File: config.mk
export PLATFORM = sky130hd
export DESIGN_NAME = modbus_frame_checker_top
export DESIGN_NICKNAME = d
export VERILOG_FILES = /design/src/sv/mfc_pkg.sv /design/src/sv/modbus_frame_checker_top.sv
export SDC_FILE = /design/constraint.sdc
export NUM_CORES = 1
export LEC_CHECK = 0
export BUFFER_PORTS_ARGS = -buffer_cell sky130_fd_sc_hd__buf_2
export CORE_MARGIN = 4
export CORE_UTILIZATION = 50
export CTS_CLUSTER_DIAMETER = 200
export DETAILED_ROUTE_END_ITERATION = 8
export PLACE_DENSITY = 0.7
export SLEW_MARGIN = 20
export SYNTH_ARGS = -nofsm -noshare
export SYNTH_HDL_FRONTEND = slang
export SYNTH_SLANG_ARGS = --single-unit
File: constraint.sdc
create_clock -name i_clk -period 8.65 [get_ports i_clk]
set_input_delay 1.2975 -clock i_clk [delete_from_list [all_inputs] [get_ports i_clk]]
set_output_delay 1.2975 -clock i_clk [all_outputs]
set_load 0.03 [all_outputs]
File: src/sv/mfc_pkg.sv
// ----------------------------------------------------------------------------
// mfc_pkg
// Types, constants and the CRC-16/MODBUS byte update for the frame checker.
// ----------------------------------------------------------------------------
package mfc_pkg;

    localparam int unsigned MAX_FRAME = 64;
    localparam int unsigned CNT_W     = 7;

    localparam logic [CNT_W-1:0] COUNT_SAT = CNT_W'(MAX_FRAME + 1);
    localparam logic [CNT_W-1:0] COUNT_MAX = CNT_W'(MAX_FRAME);
    localparam logic [CNT_W-1:0] COUNT_MIN = CNT_W'(3);

    localparam logic [15:0] CRC_INIT = 16'hFFFF;
    localparam logic [15:0] CRC_POLY = 16'hA001;

    localparam logic [1:0] STATUS_OK      = 2'd0;
    localparam logic [1:0] STATUS_CRC_ERR = 2'd1;
    localparam logic [1:0] STATUS_LEN_ERR = 2'd2;

    localparam logic [1:0] CFG_EXPECTED_LENGTH    = 2'd0;
    localparam logic [1:0] CFG_FIRST_WORD_OFFSET  = 2'd1;
    localparam logic [1:0] CFG_SECOND_WORD_OFFSET = 2'd2;

    localparam logic [6:0] RST_EXPECTED_LENGTH    = 7'd17;
    localparam logic [5:0] RST_FIRST_WORD_OFFSET  = 6'd3;
    localparam logic [5:0] RST_SECOND_WORD_OFFSET = 6'd11;

    typedef struct packed {
        logic [7:0] rx_byte;
        logic       frame_end;
    } t_in;

    typedef struct packed {
        logic [1:0]       status;
        logic [31:0]      first_word;
        logic [31:0]      second_word;
        logic [CNT_W-1:0] byte_count;
    } t_out;

    function automatic logic [15:0] crc_byte(input logic [15:0] crc, input logic [7:0] b);
        logic [15:0] c;
        c = crc ^ {8'h00, b};
        for (int k = 0; k < 8; k++) begin
            if (c[0]) begin
                c = (c >> 1) ^ CRC_POLY;
            end else begin
                c = c >> 1;
            end
        end
        return c;
    endfunction

    function automatic logic in_window(input logic [CNT_W-1:0] pos, input logic [5:0] off);
        logic [CNT_W-1:0] diff;
        diff = pos - {1'b0, off};
        return (pos >= {1'b0, off}) && (diff < CNT_W'(4));
    endfunction

endpackage

File: src/sv/modbus_frame_checker_top.sv
// ----------------------------------------------------------------------------
// modbus_frame_checker_top
// Byte-serial frame checker: CRC-16/MODBUS, length check, two word captures.
// ----------------------------------------------------------------------------
//  channel  | valid       | stall       | payload
//  ---------+-------------+-------------+---------------------------------
//  input    | i_in_valid  | o_in_stall  | i_in  (t_in: rx_byte, frame_end)
//  result   | o_out_valid | i_out_stall | o_out (t_out)
//  config   | i_cfg_we    | -           | i_cfg_index, i_cfg_data
//
//  One byte per cycle when not stalled; the CRC step of the byte leaving
//  the two-byte delay line is one unrolled 8-bit update between the state
//  registers. A result appears in the cycle after its last byte is taken.
//  Reset restores the registers to 17/3/11 and clears all frame state.
//  A last byte is held off only while a previous result still waits.
// ----------------------------------------------------------------------------
module modbus_frame_checker_top
    import mfc_pkg::*;
(
    input  logic       i_clk,
    input  logic       i_rst_n,
    input  logic       i_in_valid,
    output logic       o_in_stall,
    input  t_in        i_in,
    output logic       o_out_valid,
    input  logic       i_out_stall,
    output t_out       o_out,
    input  logic       i_cfg_we,
    input  logic [1:0] i_cfg_index,
    input  logic [6:0] i_cfg_data
);

    logic [6:0]       r_exp_len;
    logic [5:0]       r_off_one;
    logic [5:0]       r_off_two;

    logic [15:0]      r_crc,   n_crc;
    logic [CNT_W-1:0] r_count, n_count;
    logic [31:0]      r_word_one, n_word_one;
    logic [31:0]      r_word_two, n_word_two;
    logic [15:0]      r_rcrc,  n_rcrc;

    logic             r_out_valid;
    t_out             r_out, n_out;

    logic             in_accept;

    assign o_in_stall  = r_out_valid && i_out_stall && i_in.frame_end;
    assign in_accept   = i_in_valid && !o_in_stall;
    assign o_out_valid = r_out_valid;
    assign o_out       = r_out;

    always_ff @(posedge i_clk) begin
        if (!i_rst_n) begin
            r_exp_len <= RST_EXPECTED_LENGTH;
            r_off_one <= RST_FIRST_WORD_OFFSET;
            r_off_two <= RST_SECOND_WORD_OFFSET;
        end else if (i_cfg_we) begin
            unique case (i_cfg_index)
                CFG_EXPECTED_LENGTH:    r_exp_len <= i_cfg_data;
                CFG_FIRST_WORD_OFFSET:  r_off_one <= i_cfg_data[5:0];
                CFG_SECOND_WORD_OFFSET: r_off_two <= i_cfg_data[5:0];
                default: ;
            endcase
        end
    end

    always_comb begin
        n_word_one = r_word_one;
        n_word_two = r_word_two;
        if (in_window(r_count, r_off_one)) begin
            n_word_one = {r_word_one[23:0], i_in.rx_byte};
        end
        if (in_window(r_count, r_off_two)) begin
            n_word_two = {r_word_two[23:0], i_in.rx_byte};
        end
        n_crc = (r_count >= CNT_W'(2)) ? crc_byte(r_crc, r_rcrc[7:0]) : r_crc;
        n_rcrc  = {i_in.rx_byte, r_rcrc[15:8]};
        n_count = (r_count < COUNT_SAT) ? r_count + CNT_W'(1) : r_count;

        n_out.first_word  = n_word_one;
        n_out.second_word = n_word_two;
        n_out.byte_count  = n_count;
        if (n_count != r_exp_len || n_count < COUNT_MIN || n_count > COUNT_MAX) begin
            n_out.status = STATUS_LEN_ERR;
        end else if (n_crc != n_rcrc) begin
            n_out.status = STATUS_CRC_ERR;
        end else begin
            n_out.status = STATUS_OK;
        end
    end

    always_ff @(posedge i_clk) begin
        if (!i_rst_n) begin
            r_crc      <= CRC_INIT;
            r_count    <= '0;
            r_word_one <= '0;
            r_word_two <= '0;
            r_rcrc     <= '0;
        end else if (in_accept) begin
            if (i_in.frame_end) begin
                r_crc      <= CRC_INIT;
                r_count    <= '0;
                r_word_one <= '0;
                r_word_two <= '0;
                r_rcrc     <= '0;
            end else begin
                r_crc      <= n_crc;
                r_count    <= n_count;
                r_word_one <= n_word_one;
                r_word_two <= n_word_two;
                r_rcrc     <= n_rcrc;
            end
        end
    end

    always_ff @(posedge i_clk) begin
        if (!i_rst_n) begin
            r_out_valid <= 1'b0;
        end else if (in_accept && i_in.frame_end) begin
            r_out_valid <= 1'b1;
        end else if (!i_out_stall) begin
            r_out_valid <= 1'b0;
        end
    end

    always_ff @(posedge i_clk) begin
        if (in_accept && i_in.frame_end) begin
            r_out <= n_out;
        end
    end

    a_stall_only_when_pending: assert property (@(posedge i_clk) disable iff (!i_rst_n)
        o_in_stall |-> r_out_valid)
        else $error("input stalled with no pending result");

    a_count_bounded: assert property (@(posedge i_clk) disable iff (!i_rst_n)
        r_count <= COUNT_SAT)
        else $error("byte count beyond saturation");

    a_restart_after_last: assert property (@(posedge i_clk) disable iff (!i_rst_n)
        (in_accept && i_in.frame_end) |=> (r_count == '0 && r_crc == CRC_INIT && r_out_valid))
        else $error("frame state not restarted after last byte");

    a_result_held: assert property (@(posedge i_clk) disable iff (!i_rst_n)
        (r_out_valid && i_out_stall) |=> (r_out_valid && $stable(r_out)))
        else $error("pending result lost or changed");

endmodule

==> flow_metrics.py <==
metrics = {
    "outcome": {
        "status": "complete, no violations",
    },
    "route": {
        "wl_per_cell_um": 17.6,
        "dr.pass1.iters": 5,
        "ant_nets": 0,
        "num_vias": 5951,
        "drc": 0,
        "viasPerCell": 5.65,
        "initialDrtViolationCount": 359,
        "wl_um": 18500,
    },
    "timing": {
        "max_slew_margin_pct": 28.0,
        "setup_violations": 0,
        "setup_tns_ps": 0,
        "hold_violations": 0,
        "min_period_ps": 3720,
        "skew_ps": 16.6,
        "fmax_ghz": 0.269,
        "finalCritPeriodShare_pct": 43.0,
        "fin_hold_ws_ps": 486,
        "rsz0062_at_grt": "false",
        "worst-slew-pin-transition_ps": 1080,
        "drv_slew": 0,
    },
    "setup_path": {
        "cp_num_buf_inv": 0,
        "reg2reg_from": "r_count[4]",
        "arrival_ps": 4050,
        "critPathCaptureType": "register",
        "critPathLaunchType": "register",
        "criticalPathCategory": "register to register",
        "worstPathRequired_ps": 8980,
        "critical-path-top-delay-family": "compound AO/OA/AOI/OAI gates",
        "worst_path_max_delay_cell": "a21o_1",
        "crit_start": "r_count[4]",
        "crit_fanout": 34,
        "cp_cell_sequence": "ha_1, xor2_1, nor3_1, a31oi_1, o41ai_1, and3_1, nand3_2, a21o_1, a32o_1",
        "cp_slowest_stage_delay_ps": 760,
    },
    "clock_network": {
        "cts_made_buffers": 17,
        "cts_tree": "built",
        "postCtsHoldBufs": 0,
        "cts_sinks": 196,
        "cts-root-buf": "clkbuf_16",
        "clk-insertion-delay-late_ps": 440,
        "postCtsResizedCells": 0,
        "cts_setup_buffers": 0,
        "clk_pin_slew_ps": 70,
        "clk_path_buf_depth": 2,
        "cts.htree.levels": 4,
    },
    "placement": {
        "dp_hpwl_um": 12300,
        "place_congestion": 0.883,
        "port_buffers": 97,
    },
    "floorplanning": {
        "die_h_um": 140,
        "rows": 48,
        "dieArea_mm2": 0.0196,
        "pin_count": 98,
        "initial_core_util_pct": 50.7,
        "fp.dieW_um": 140,
        "coreArea_mm2": 0.0172,
    },
    "power_and_ir_drop": {
        "p_int_mw": 1.45,
        "comb_power_share_pct": 6.7,
        "switching_share_pct": 24.2,
        "ir_worst_vdd_mv": 0.150,
        "clkPwrFrac_pct": 42.2,
        "seqPwrFrac_pct": 51.1,
        "p_leak_nw": 3.93,
        "p_switching_mw": 0.465,
        "p_per_area_mw_per_mm2": 192,
    },
    "worst_hold_path": {
        "hold_start": "r_rcrc[3]",
        "min-delay-path-class": "register to register",
    },
    "global_route": {
        "grt_pass1_wl_um": 30100,
        "antenna_found_initial": 0,
        "first_global_vias": 5862,
        "grtUsageMet3_pct": 4.78,
        "grt_max_degree": 110,
        "overflow": 0,
        "met1_usage_pct": 24.7,
        "busiest_layer": "met2",
        "grt.total_usage_pct": 19.1,
        "use_met2_pct": 31.7,
    },
    "synth": {
        "synth_common_cells": "dfxtp_1 (123), edfxtp_1 (73), mux2_2 (66), nand2_1 (54), nor2b_1 (54)",
        "async_flop_share_pct": 0,
        "synth_top_area_share_pct": 28.2,
        "syn_area_per_cell_um2": 11.8,
        "yosysWarningCount": 0,
        "ys_seq_elements": 196,
        "synth_most_common_cell": "dfxtp_1",
        "netlist_area_mm2": 0.00873,
        "ys_seq_area_share_pct": 53.3,
        "synth_area_leader_cell": "dfxtp_1",
        "netlist_instances": 743,
        "synthDistinctLibCells": 51,
        "synth_nets": 780,
        "synth_area_leaders": "dfxtp_1 (28%), edfxtp_1 (25%), mux2_2 (8.5%)",
        "synth-edff-count": 73,
        "synth_ff_type": "dfxtp_1",
    },
    "final_layout": {
        "num-nets-final": 853,
        "drive_gt1_share_pct": 26.1,
        "antenna_cells": 0,
        "synthToLayoutAreaGrowth_pct": 14.3,
    },
    "job": {
        "maxCapViolations": 0,
    },
}
flip-flops by register name, summed over array words and instances (netlist names), 7 cells and up:
name / cells
o_out: 73
r_count: 7
r_crc: 16
r_exp_len: 7
r_rcrc: 16
r_word_one: 32
r_word_two: 32
path summary, 6_finish.rpt:
kind / endpoint / depth (start not counted) / slack [ps]
min reg2reg: r_rcrc[3] / 2 / 490
min: r_rcrc[3] / 2 / 490
max: r_word_one[20] / 9 / 4930
max reg2reg: r_word_one[20] / 9 / 4930
power groups by stage:
stage | Sequential [mW] | Clock [mW] | Combinational [mW]
floorplan | 1.02 | 0 | 0.0694
global placement | 1.00 | 0 | 0.126
detailed placement | 1.00 | 0 | 0.129
CTS | 0.981 | 0.825 | 0.130
global route | 0.982 | 0.867 | 0.140
finish | 0.981 | 0.809 | 0.129
layer usage:
metal | up-vias | routed length, µm
li1 | 2853 | -
met1 | 2919 | 8210
met2 | 158 | 9150
met3 | 21 | 888
met4 | 0 | 287
met5 | - | 0
placed cells by master (no fill, tap or decap), types with 9 or more instances in the layout:
cell type / n
ha_1: 14
nand3_1: 23
o21ai_0: 9
nand2_1: 53
mux2i_1: 27
edfxtp_1: 73
xor2_1: 18
a32o_1: 32
xnor2_1: 29
a22oi_1: 40
nor2b_1: 54
buf_2: 97
dfxtp_1: 123
o211ai_1: 11
a21boi_0: 17
clkbuf_16: 17
mux2_2: 66
inv_1: 21
worst register-to-register path, delay by kind of cell, from the launching register on:
family,cells,cell delay [ps]
adders and majority gates,1,350
AOI/OAI and AO/OA,4,1580
xor gates and xnor gates,1,160
and+or+nand+nor,3,1020
DFF,1,520
cells by family (layout without fill, tap and decap cells):
kind of cell	count (synthesis)	after routing	synth area share, %
AO/OA/AOI/OAI	135	135	12.2
XOR/XNOR	58	58	7.03
adder cells (fa/ha/maj)	14	14	2.01
buffers and inverters	71	157	3.35
flip-flops	196	196	53.3
multiplexers	93	93	11.6
AND/OR/NAND/NOR	176	176	10.5
stage by stage:
| step | worst slack (ps) | instance area, µm² | util, % | std cells | total power [mW] |
|---|---|---|---|---|---|
| 3_5_place_dp | 4590 | 9360 | 54.3 | 1022 | 1.13 |
| 4_1_cts | 4700 | 9970 | 57.9 | 1054 | 1.94 |
| 3_3_place_gp | 4780 | 9360 | 54.3 | 1022 | 1.13 |
| 6_report | 4930 | 9980 | 57.9 | 1054 | 1.92 |
| 2_1_floorplan | 3130 | 8730 | - | 743 | 1.09 |
| 5_1_grt | 4610 | 9980 | 57.9 | 1054 | 1.99 |
final cells by class:
cell class | count | area, µm²
Multi-Input combinational cell | 476 | 3810
Sequential cell | 196 | 4650
Inverter | 22 | 82.6
Clock inverter | 14 | 190
Fill cell | 1389 | 7260
Tap cell | 225 | 282
Clock buffer | 18 | 429
Timing Repair Buffer | 103 | 531
Power figures use the tool's default switching activity.
